## src/design/pwmps_pkg.sv

```systemverilog
// ----------------------------------------------------------------------------
// pwmps_pkg
// Shared types and constants for the PWM prescaler and period setup block.
// ----------------------------------------------------------------------------
package pwmps_pkg;

  // request operations
  localparam logic [1:0] OP_CONFIGURE = 2'd0;
  localparam logic [1:0] OP_SET_PULSE = 2'd1;
  localparam logic [1:0] OP_ENABLE    = 2'd2;
  localparam logic [1:0] OP_DISABLE   = 2'd3;

  // response status codes
  localparam logic [1:0] ST_OK         = 2'd0;
  localparam logic [1:0] ST_INVALID    = 2'd1;
  localparam logic [1:0] ST_NOT_CONFIG = 2'd2;

  // clock register
  localparam int          CLK_W     = 27;
  localparam logic [26:0] CLK_RESET = 27'd48000000;

  // product of clock and nanoseconds, and the rounded dividend
  localparam int PROD_W  = 59;
  localparam int DIV_N_W = 60;
  localparam int DIV_Q_W = 30;
  localparam int DIV_CNT_W = 2;

  localparam logic [29:0] NS_PER_S = 30'd1000000000;
  localparam logic [59:0] HALF_NS  = 60'd500000000;

  // reciprocal estimate: top 32 dividend bits times floor(2^58 / 1e9),
  // dropped by 30 bits, is never high and at most one low
  localparam int          DIV_EST_LSB = 28;
  localparam int          EST_W       = 62;
  localparam logic [29:0] DIV_RECIP   = 30'd288230376;

  // prescaler divisors 1,2,4,8,16,64,256,1024 as shift amounts
  localparam logic [3:0] PSC_SHIFT [8] = '{
    4'd0, 4'd1, 4'd2, 4'd3, 4'd4, 4'd6, 4'd8, 4'd10
  };

  // sequencer states
  typedef enum logic [7:0] {
    S_IDLE   = 8'b0000_0001,
    S_CHECK  = 8'b0000_0010,
    S_MUL    = 8'b0000_0100,
    S_SEARCH = 8'b0000_1000,
    S_LOAD   = 8'b0001_0000,
    S_DIV    = 8'b0010_0000,
    S_FINISH = 8'b0100_0000,
    S_RESP   = 8'b1000_0000
  } state_e;

  // divider control and status
  typedef struct packed {
    logic start;
  } div_ctl_t;

  typedef struct packed {
    logic done;
  } div_sts_t;

endpackage

```

## src/design/pwmps_div.sv

```systemverilog
// ----------------------------------------------------------------------------
// pwmps_div
// Division of a 60-bit dividend by one second in nanoseconds: a reciprocal
// estimate, a multiply back, a remainder and one correction.
// ----------------------------------------------------------------------------
module pwmps_div import pwmps_pkg::*; (
  input  logic                 clk_i,
  input  logic                 rst_ni,
  input  div_ctl_t             ctl_i,
  input  logic [DIV_N_W-1:0]   dividend_i,
  output div_sts_t             sts_o,
  output logic [DIV_Q_W-1:0]   quotient_o
);

  // step codes
  localparam logic [DIV_CNT_W-1:0] STEP_EST  = 2'd0;
  localparam logic [DIV_CNT_W-1:0] STEP_BACK = 2'd1;
  localparam logic [DIV_CNT_W-1:0] STEP_REM  = 2'd2;
  localparam logic [DIV_CNT_W-1:0] STEP_FIX  = 2'd3;

  logic [DIV_N_W-1:0]   num_q;
  logic [DIV_N_W-1:0]   back_q;
  logic [DIV_Q_W:0]     rem_q;
  logic [DIV_Q_W-1:0]   quo_q;
  logic [DIV_CNT_W-1:0] cnt_q;
  logic                 busy_q, done_q;
  logic [EST_W-1:0]     est_p;
  logic [DIV_N_W-1:0]   back_p;
  logic [DIV_N_W-1:0]   diff;
  logic                 ge;

  // estimate, multiply back and remainder; the remainder is below two seconds
  assign est_p  = EST_W'(num_q[DIV_N_W-1:DIV_EST_LSB]) * EST_W'(DIV_RECIP);
  assign back_p = DIV_N_W'(quo_q) * DIV_N_W'(NS_PER_S);
  assign diff   = num_q - back_q;
  assign ge     = rem_q >= {1'b0, NS_PER_S};

  // step counter and status
  always_ff @(posedge clk_i or negedge rst_ni) begin
    if (!rst_ni) begin
      busy_q <= 1'b0;
      done_q <= 1'b0;
      cnt_q  <= '0;
    end else begin
      done_q <= busy_q && !ctl_i.start && (cnt_q == STEP_FIX);
      if (ctl_i.start) begin
        busy_q <= 1'b1;
        cnt_q  <= STEP_EST;
      end else if (busy_q) begin
        cnt_q <= cnt_q + 1'b1;
        if (cnt_q == STEP_FIX) begin
          busy_q <= 1'b0;
        end
      end
    end
  end

  // datapath
  always_ff @(posedge clk_i) begin
    if (ctl_i.start) begin
      num_q <= dividend_i;
    end else if (busy_q) begin
      case (cnt_q)
        STEP_EST:  quo_q  <= est_p[2*DIV_Q_W-1:DIV_Q_W];
        STEP_BACK: back_q <= back_p;
        STEP_REM:  rem_q  <= diff[DIV_Q_W:0];
        STEP_FIX:  quo_q  <= quo_q + DIV_Q_W'(ge);
        default: begin
        end
      endcase
    end
  end

  assign sts_o.done = done_q;
  assign quotient_o = quo_q;

endmodule

```

## src/design/pwm_prescaler_and_period_setup.sv

```systemverilog
// ----------------------------------------------------------------------------
// pwm_prescaler_and_period_setup
// PWM request handler: converts period and pulse in nanoseconds into timer
// counts and picks the smallest prescaler whose period count fits.
// ----------------------------------------------------------------------------
// One request is taken at a time and answered with one result beat. Enable,
// disable and requests that fail the argument check go from the check state
// straight to the result state. Set pulse and configure use one shared 27x32
// multiplier per conversion, configure adds one fit compare per tried
// prescaler (one to eight), and the reciprocal divider holds the sequencer
// for each rounded count. A stalled result beat holds the next request in
// the result state.
// The clock register may be written whenever no request is open.
module pwm_prescaler_and_period_setup import pwmps_pkg::*; #(
  parameter int OUTPUT_COUNT = 1,
  parameter int COUNTER_BITS = 24
) (
  input  logic              clk_i,
  input  logic              rst_ni,
  // clock frequency register
  input  logic              cfg_we_i,
  input  logic [CLK_W-1:0]  cfg_wdata_i,
  // request channel
  input  logic              in_valid_i,
  output logic              in_stall_o,
  input  logic [1:0]        operation_i,
  input  logic [2:0]        output_select_i,
  input  logic [31:0]       period_ns_i,
  input  logic [31:0]       pulse_ns_i,
  // result channel
  output logic              out_valid_o,
  input  logic              out_stall_i,
  output logic [1:0]        status_o,
  output logic [23:0]       period_count_o,
  output logic [23:0]       compare_count_o,
  output logic [2:0]        prescaler_select_o,
  output logic              running_o,
  output logic              configured_flag_o
);

  localparam int IDX_W = (OUTPUT_COUNT > 1) ? $clog2(OUTPUT_COUNT) : 1;
  localparam int CW    = COUNTER_BITS;
  // shifted product must stay below this for the rounded count to fit
  localparam logic [63:0] FIT_LIMIT =
    ((64'd1 << COUNTER_BITS) * 64'd1000000000) - 64'd500000000;

  state_e              state_q;
  logic [CLK_W-1:0]    clk_hz_q;
  logic                pul_phase_q;
  logic [2:0]          s_idx_q;
  logic                inv_q;
  logic [1:0]          st_q;
  logic                out_valid_q;

  logic [1:0]          op_q;
  logic [2:0]          sel_q;
  logic [31:0]         per_q, pul_q;
  logic [PROD_W-1:0]   prod_q;
  logic [CW-1:0]       pc_new_q;

  // per-output state
  logic                cfgd_q [OUTPUT_COUNT];
  logic                en_q   [OUTPUT_COUNT];
  logic [2:0]          psc_q  [OUTPUT_COUNT];
  logic [31:0]         pns_q  [OUTPUT_COUNT];
  logic [CW-1:0]       pcnt_q [OUTPUT_COUNT];
  logic [CW-1:0]       ccnt_q [OUTPUT_COUNT];

  logic [1:0]          status_q;
  logic [23:0]         period_count_q, compare_count_q;
  logic [2:0]          prescaler_select_q;
  logic                running_q, configured_flag_q;

  logic                in_fire, out_free, sel_ok;
  logic [IDX_W-1:0]    idx;
  logic [PROD_W-1:0]   prod;
  logic [63:0]         shifted;
  logic                fits;
  logic [DIV_N_W-1:0]  div_n;
  logic [DIV_Q_W-1:0]  quot;
  logic [31:0]         q_ext, pc_ref;
  div_ctl_t            div_ctl;
  div_sts_t            div_sts;

  assign in_fire  = in_valid_i && (state_q == S_IDLE);
  assign out_free = !out_valid_q || !out_stall_i;
  assign sel_ok   = 32'(sel_q) < OUTPUT_COUNT;
  assign idx      = sel_q[IDX_W-1:0];

  // shared multiplier, fit compare and rounded dividend
  assign prod    = PROD_W'(clk_hz_q) * PROD_W'(pul_phase_q ? pul_q : per_q);
  assign shifted = 64'(prod_q >> PSC_SHIFT[s_idx_q]);
  assign fits    = shifted < FIT_LIMIT;
  assign div_n   = shifted[DIV_N_W-1:0] + HALF_NS;

  assign div_ctl.start = (state_q == S_LOAD);

  pwmps_div u_div (
    .clk_i      (clk_i),
    .rst_ni     (rst_ni),
    .ctl_i      (div_ctl),
    .dividend_i (div_n),
    .sts_o      (div_sts),
    .quotient_o (quot)
  );

  assign q_ext  = 32'(quot);
  assign pc_ref = (op_q == OP_CONFIGURE) ? 32'(pc_new_q) : 32'(pcnt_q[idx]);

  // clock frequency register
  always_ff @(posedge clk_i or negedge rst_ni) begin
    if (!rst_ni) begin
      clk_hz_q <= CLK_RESET;
    end else if (cfg_we_i) begin
      clk_hz_q <= cfg_wdata_i;
    end
  end

  // sequencer and per-output state
  always_ff @(posedge clk_i or negedge rst_ni) begin
    if (!rst_ni) begin
      state_q     <= S_IDLE;
      pul_phase_q <= 1'b0;
      s_idx_q     <= '0;
      inv_q       <= 1'b0;
      st_q        <= ST_OK;
      out_valid_q <= 1'b0;
      for (int i = 0; i < OUTPUT_COUNT; i++) begin
        cfgd_q[i] <= 1'b0;
        en_q[i]   <= 1'b0;
        psc_q[i]  <= '0;
        pns_q[i]  <= '0;
        pcnt_q[i] <= '0;
        ccnt_q[i] <= '0;
      end
    end else begin
      if (state_q == S_RESP && out_free) begin
        out_valid_q <= 1'b1;
      end else if (!out_stall_i) begin
        out_valid_q <= 1'b0;
      end
      case (state_q)
        S_IDLE: begin
          if (in_fire) begin
            inv_q   <= 1'b0;
            st_q    <= ST_OK;
            state_q <= S_CHECK;
          end
        end
        S_CHECK: begin
          if (!sel_ok) begin
            inv_q   <= 1'b1;
            st_q    <= ST_INVALID;
            state_q <= S_RESP;
          end else if (op_q == OP_CONFIGURE) begin
            if (per_q == '0 || pul_q > per_q) begin
              st_q    <= ST_INVALID;
              state_q <= S_RESP;
            end else begin
              pul_phase_q <= 1'b0;
              s_idx_q     <= '0;
              state_q     <= S_MUL;
            end
          end else if (!cfgd_q[idx]) begin
            st_q    <= ST_NOT_CONFIG;
            state_q <= S_RESP;
          end else if (op_q == OP_SET_PULSE) begin
            if (pul_q > pns_q[idx]) begin
              st_q    <= ST_INVALID;
              state_q <= S_RESP;
            end else begin
              pul_phase_q <= 1'b1;
              s_idx_q     <= psc_q[idx];
              state_q     <= S_MUL;
            end
          end else begin
            en_q[idx] <= (op_q == OP_ENABLE);
            state_q   <= S_RESP;
          end
        end
        S_MUL: begin
          state_q <= pul_phase_q ? S_LOAD : S_SEARCH;
        end
        // try prescalers in order until the period count fits or the last one fails
        S_SEARCH: begin
          if (fits) begin
            state_q <= S_LOAD;
          end else if (s_idx_q == 3'd7) begin
            st_q    <= ST_INVALID;
            state_q <= S_RESP;
          end else begin
            s_idx_q <= s_idx_q + 1'b1;
          end
        end
        S_LOAD: begin
          state_q <= S_DIV;
        end
        S_DIV: begin
          if (div_sts.done) begin
            state_q <= S_FINISH;
          end
        end
        // period count done: convert the pulse; pulse count done: commit, or reject if above the period count
        S_FINISH: begin
          if (!pul_phase_q) begin
            pul_phase_q <= 1'b1;
            state_q     <= S_MUL;
          end else if (q_ext > pc_ref) begin
            st_q    <= ST_INVALID;
            state_q <= S_RESP;
          end else begin
            ccnt_q[idx] <= q_ext[CW-1:0];
            if (op_q == OP_CONFIGURE) begin
              psc_q[idx]  <= s_idx_q;
              pns_q[idx]  <= per_q;
              pcnt_q[idx] <= pc_new_q;
              cfgd_q[idx] <= 1'b1;
            end
            state_q <= S_RESP;
          end
        end
        S_RESP: begin
          if (out_free) begin
            state_q <= S_IDLE;
          end
        end
        default: begin
          state_q <= S_IDLE;
        end
      endcase
    end
  end

  // request payload and intermediate values
  always_ff @(posedge clk_i) begin
    if (in_fire) begin
      op_q  <= operation_i;
      sel_q <= output_select_i;
      per_q <= period_ns_i;
      pul_q <= pulse_ns_i;
    end
    if (state_q == S_MUL) begin
      prod_q <= prod;
    end
    if (state_q == S_FINISH && !pul_phase_q) begin
      pc_new_q <= (quot == '0) ? CW'(1) : q_ext[CW-1:0];
    end
  end

  // result beat register
  always_ff @(posedge clk_i) begin
    if (state_q == S_RESP && out_free) begin
      status_q <= st_q;
      if (inv_q) begin
        period_count_q     <= '0;
        compare_count_q    <= '0;
        prescaler_select_q <= '0;
        running_q          <= 1'b0;
        configured_flag_q  <= 1'b0;
      end else begin
        period_count_q     <= 24'(pcnt_q[idx]);
        compare_count_q    <= 24'(ccnt_q[idx]);
        prescaler_select_q <= psc_q[idx];
        running_q          <= en_q[idx];
        configured_flag_q  <= cfgd_q[idx];
      end
    end
  end

  assign in_stall_o         = (state_q != S_IDLE);
  assign out_valid_o        = out_valid_q;
  assign status_o           = status_q;
  assign period_count_o     = period_count_q;
  assign compare_count_o    = compare_count_q;
  assign prescaler_select_o = prescaler_select_q;
  assign running_o          = running_q;
  assign configured_flag_o  = configured_flag_q;

endmodule

```

## config.mk

```make
export PLATFORM = sky130hd
export DESIGN_NAME = pwm_prescaler_and_period_setup
export DESIGN_NICKNAME = d
export VERILOG_FILES = /design/src/design/pwmps_pkg.sv /design/src/design/pwmps_div.sv /design/src/design/pwm_prescaler_and_period_setup.sv
export SDC_FILE = /design/constraint.sdc
export NUM_CORES = 2
export LEC_CHECK = 0
export BUFFER_PORTS_ARGS = -buffer_cell sky130_fd_sc_hd__buf_4
export CAP_MARGIN = 10
export CORE_AREA = 8 8 423 425
export DETAILED_ROUTE_END_ITERATION = 6
export DIE_AREA = 0 0 431 433
export SLEW_MARGIN = 30
export SYNTH_ARGS = -nofsm -noshare
export SYNTH_HDL_FRONTEND = slang
export SYNTH_SLANG_ARGS = --single-unit
export TNS_END_PERCENT = 50
```

## constraint.sdc

```tcl
create_clock -name clk_i -period 10.1 [get_ports clk_i]
set_clock_uncertainty 0.2 [all_clocks]
set_input_delay 0.505 -clock clk_i [delete_from_list [all_inputs] [get_ports clk_i]]
set_output_delay 0.505 -clock clk_i [all_outputs]
set_load 0.03 [all_outputs]
```

After elaboration in Yosys (flattened, before gate mapping)
Memory sizes are Yosys's and may differ from the RTL's.
Cells that the tools add are included.
Widths: inputs -> output; s select.
- flip-flop bits (word level): 482
- ROM bits: 32
- input bits: 101
- output and inout bits: 57
- word-level logic and storage cells: 196
- memories kept: 1
- add/subtract/negate cells: 5
- multiply operators: 3
- magnitude comparators: 9
- equality and inequality tests: 34
- shift operators: 1
- muxes and demuxes: 72
- bitwise operators: 6
- reductions and logical operators: 33
- memories (memory ; depth ; bits a word ; read ports ; clocked after Yosys merged registers in ; write ports ; line ; RTL):
    (no name shown) ; 8 ; 4 ; 1 ; 0 ; 0 ; pwm_prescaler_and_period_setup.sv:92 ; assign shifted = 64'(prod_q >> PSC_SHIFT[s_idx_q]);
- operator list (cell ; number):
    $mux 24 ; 4
    $mux 32 ; 3
    $mux 8 ; 12
    $gt 32x32->1 ; 2
    $lt 64x54->1 const B ; 1
    $pmux 8 s8 ; 1
    $shr 59x4->64 ; 1
    $add 60x29->60 const B ; 1
    $pmux 30 s2 ; 1
    $mul 27x32->59 ; 1
    $mul 32x26->57 const B ; 1
    $bwmux 24 ; 2
    $bwmux 32 ; 1
    $logic_not 32->1 ; 1
    $ge 31x30->1 const B ; 1
    $sub 31x31->31 ; 1
    $add 30x1->30 ; 1
    $gt 30x24->1 ; 1
    $logic_not 30->1 ; 1
    $mul 30x21->22 const B ; 1
    $mux 3 ; 10
    $mux 2 ; 13
    $ne 2x2->1 const B ; 9
    $mux 1 ; 16
    44 further kinds ; 77

Depth between registers and ports, before layout
- word-level depth: 9
- depth in mapped cells: 33

By module
From an unflattened synthesis, not the netlist that was laid out.
- cells, all modules: 6998
- area total of the unflattened synthesis: 69735.6 sq um
- by module, submodules not included (module ; instances ; cells an instance ; area each (sq um)):
    pwm_prescaler_and_period_setup ; 1 ; 4866 ; 47229.0
    pwmps_div ; 1 ; 2132 ; 22506.6

Worst setup path after synthesis
No wires, ideal clock.
- kind: reg2reg
- from: register pul_phase_q
- to: register prod_q[55], data pin
- setup time: 262 ps
- data arrival time: 8141 ps
- path slack: 1498 ps
- stages on the path, launching flop included: 33
- path through: dfrtp_1 -> clkbuf_1 -> clkbuf_1 -> buf_1 -> nand2_1 -> o21ai_1 -> clkbuf_1 -> nand2_1 -> fa_1 -> inv_1 -> fa_1 -> inv_1 -> fa_1 -> fa_1 -> inv_1 -> fa_1 -> fa_1 -> inv_1 -> fa_1 -> inv_1 -> ha_1 -> clkbuf_1 -> and2_1 -> a211oi_1 -> a211oi_1 -> nor2b_1 -> a211oi_1 -> a31oi_1 -> o221ai_1 -> a21bo_2 -> a311o_1 -> a211oi_1 -> xnor2_1
- cells in the longest elaborated chain, start to end: 2
- ends and longest elaborated chain (what ; line ; RTL):
    from (decl) ; pwm_prescaler_and_period_setup.sv:49 ; logic pul_phase_q;
    from (signal assigned) ; pwm_prescaler_and_period_setup.sv:123 ; pul_phase_q <= 1'b0;
    from (signal assigned) ; pwm_prescaler_and_period_setup.sv:160 ; pul_phase_q <= 1'b0;
    from (signal assigned) ; pwm_prescaler_and_period_setup.sv:172 ; pul_phase_q <= 1'b1;
    $mux 32 ; pwm_prescaler_and_period_setup.sv:91 ; assign prod = PROD_W'(clk_hz_q) * PROD_W'(pul_phase_q ? pul_q : per_q);
    $mul 27x32->59 ; pwm_prescaler_and_period_setup.sv:91 ;
    net prod[55] ; pwm_prescaler_and_period_setup.sv:76 ; logic [PROD_W-1:0] prod;
    to (signal assigned) ; pwm_prescaler_and_period_setup.sv:243 ; prod_q <= prod;
    to (decl) ; pwm_prescaler_and_period_setup.sv:58 ; logic [PROD_W-1:0] prod_q;
The timed path passes the listed nets, and every way through them passes these cells.
A chain may end at the register's enable or synchronous reset.

Worst setup path in the final report
Same ends and word-level chain as after synthesis.

==> flow_summary.toml <==
[sta]
slew_violations = 0
timing.slew.headroom = 0.318
min_period_over_period = 0.917
max_freq_mhz = 108
rsz0062_at_grt = "no"
final_hold_viol_count = 0
setup_violations = 0
setup_tns_ns = 0
tightest_slew_ns = 1.02
fin_crit_ns = 9.26

[worst_setup_path]
cp-start-kind = "flop"
cp.arrival_ns = 9.45
cpMostUsedCell = "fa_1"
critPathKind = "reg -> reg"
cp_max_fo = 46
slowest_delay_ns = 0.86
cp_slowest_cell = "dfrtp_4"
worstPathRequired_ns = 10.29
endpoint_kind = "flop"

[clock_tree]
cts_root_buf = "clkbuf_16"
clk_latency_ns = 0.71
cts_setup_buffers = 0
clock_sinks = 456
ctsResizeCount = 0
cts_max_level = 2
path_clk_slew_ns = 0.06
cts.path.max_buffers = 3
cts_made_buffers = 57
cts_tree = "yes"

[die]
io-pin-count = 158
start_util = 0.397
rows = 153
die_y_um = 433
die_area_mm2 = 0.187
die_w_um = 431
core_mm2 = 0.172

[route]
drtIter0Drc = 2950
ant_nets = 0
wl_per_cell_um = 20.3
drc = 0
detailedRoute.firstPassIterationCount = 6
wirelength_um = 190000
vias = 47934
via_per_inst = 5.13

[synthesis]
synth_seq_cells = 456
synth_area_mm2 = 0.0684
netlist_instances = 6828
synth_warnings = 0
synth_top_area_frac = 0.322
seq_area_frac_synth = 0.191
syn-mean-instance-area_um2 = 10.0
synth_cell_types = 94
synthArstFlopShare = 0.289
synth_area_leader_cell = "fa_1"
ys.flop_type = "edfxtp_1"
synth_edf_count = 324
syn_nets = 8785
ys_top_cells_by_area = "fa_1, edfxtp_1, ha_1"

[global_route]
grtUsageTotal = 0.203
overflow = 0
antenna_found_initial = 4
grt_pass1_vias = 50986
grt_max_degree = 70
grt_pass1_wl_um = 297000

[final_layout]
fin_nets = 8927
layout-drive-gt1-share = 0.0821
area_growth_pct = 10.3

[place]
gp_congestion = 0.922
port_buffers = 157
hpwl_um = 156000

[worst_hold_path]
hp-class = "in -> async"

[run]
maxCapViolCount = 0

[status]
outcome = "finished, final reports clean"
what timing repair did:
| item | CTS | global route |
|---|---|---|
| endpoints found under the setup margin | 0 | 0 |
| hold buffers | 99 | 0 |
| endpoints found under the hold margin | 144 | 0 |
registers in the layout, summed over array words and instances (netlist names), 27 cells and up:
signal,flops
pul_q,32
per_q,32
prod_q,51
u_div.quotient_o,30
pns_q,32
clk_hz_q,27
u_div.num_q,51
cells in the final DEF, fill, tap and decap left out, types with 34 or more instances in the layout:
cell type      instances
xnor2_1              156
buf_4                248
o21ai_0              129
a21o_1                75
mux4_2                34
clkbuf_16             57
dfrtp_1              108
mux2_2                88
nand4_1               41
dlygate4sd3_1         99
nor2_1               174
fa_1                1100
nand2_1              745
and2_1               338
nand3_1               58
ha_1                 755
edfxtp_1             324
a21oi_1              166
nor2b_1               92
inv_1               1473
nor3_1                40
mux2i_1              124
xor2_1                48
cells in the mapped netlist (88+ instances only):
| cell type | instances |
|---|---|
| clkbuf_1 | 215 |
| nand2_1 | 745 |
| o21ai_0 | 131 |
| ha_1 | 756 |
| inv_1 | 1475 |
| nor2b_1 | 93 |
| and2_1 | 338 |
| edfxtp_1 | 324 |
| xnor2_1 | 156 |
| nor2_1 | 176 |
| mux2_2 | 88 |
| mux2i_1 | 125 |
| fa_1 | 1100 |
| dfrtp_1 | 121 |
| a21oi_1 | 167 |
metrics by stage:
stage | area [um^2] | util | hold WS (ns) | setup slack [ns] | instances
2_1_floorplan | 68400 | - | 0.00941 | 1.50 | 6828
3_3_place_gp | 72300 | 0.419 | 0.259 | 0.964 | 9137
3_5_place_dp | 72300 | 0.419 | 0.263 | 0.868 | 9137
4_1_cts | 75400 | 0.437 | 0.130 | 0.833 | 9344
5_1_grt | 75400 | 0.437 | 0.161 | 0.416 | 9344
6_report | 75400 | 0.437 | 0.177 | 0.837 | 9345
layer usage:
layer	part of all wire	routed length, um	vias up	global-route usage
li1	-	-	21891	-
met1	0.42	80000	24401	0.265
met2	0.48	90200	1322	0.340
met3	0.051	9590	320	0.0263
met4	0.053	9980	0	0.0881
met5	0	0	-	0
cells by family after synthesis:
group,count (synthesis),share of synthesized area
xor+xnor,204,0.0261
flops,456,0.191
mux,247,0.0440
compound gates,671,0.0641
fa+ha+maj,1856,0.460
buf+inv,1742,0.0971
simple gates,1652,0.118
final timing paths:
kind	startpoint	end	slack (ns)	depth (start not counted)
min	rst_ni	clk_hz_q[7]	0.18	2
max in group asynchronous	rst_ni	ccnt_q[21]	8.43	3
min in group clk_i	cfg_we_i	clk_hz_q[7]	0.18	2
max	pul_phase_q	prod_q[55]	0.84	28
max reg2reg	pul_phase_q	prod_q[55]	0.84	28
min reg2reg	ccnt_q[4]	ccnt_q[4]	0.27	2
critical path, delay by kind of cell, from the launching register on:
kind	cells	cell delay (ns)
flops	1	0.86
simple gates	3	0.53
xor+xnor	1	0.10
compound gates	10	2.51
fa+ha+maj	8	3.98
buf+inv	6	0.76
final cells by class:
class                           instances  area, um^2
Multi-Input combinational cell       4630       48900
Timing Repair Buffer                  349        2880
Antenna cell                            1        2.50
Inverter                             1476        5550
Clock buffer                           64        1480
Tap cell                             2325        2910
Fill cell                           16325       97100
Clock inverter                         44         608
Sequential cell                       456       13100
Power is left out: the tool's default activity adds up to more than one toggle a clock period on the data nets, which glitch-free logic cannot reach.
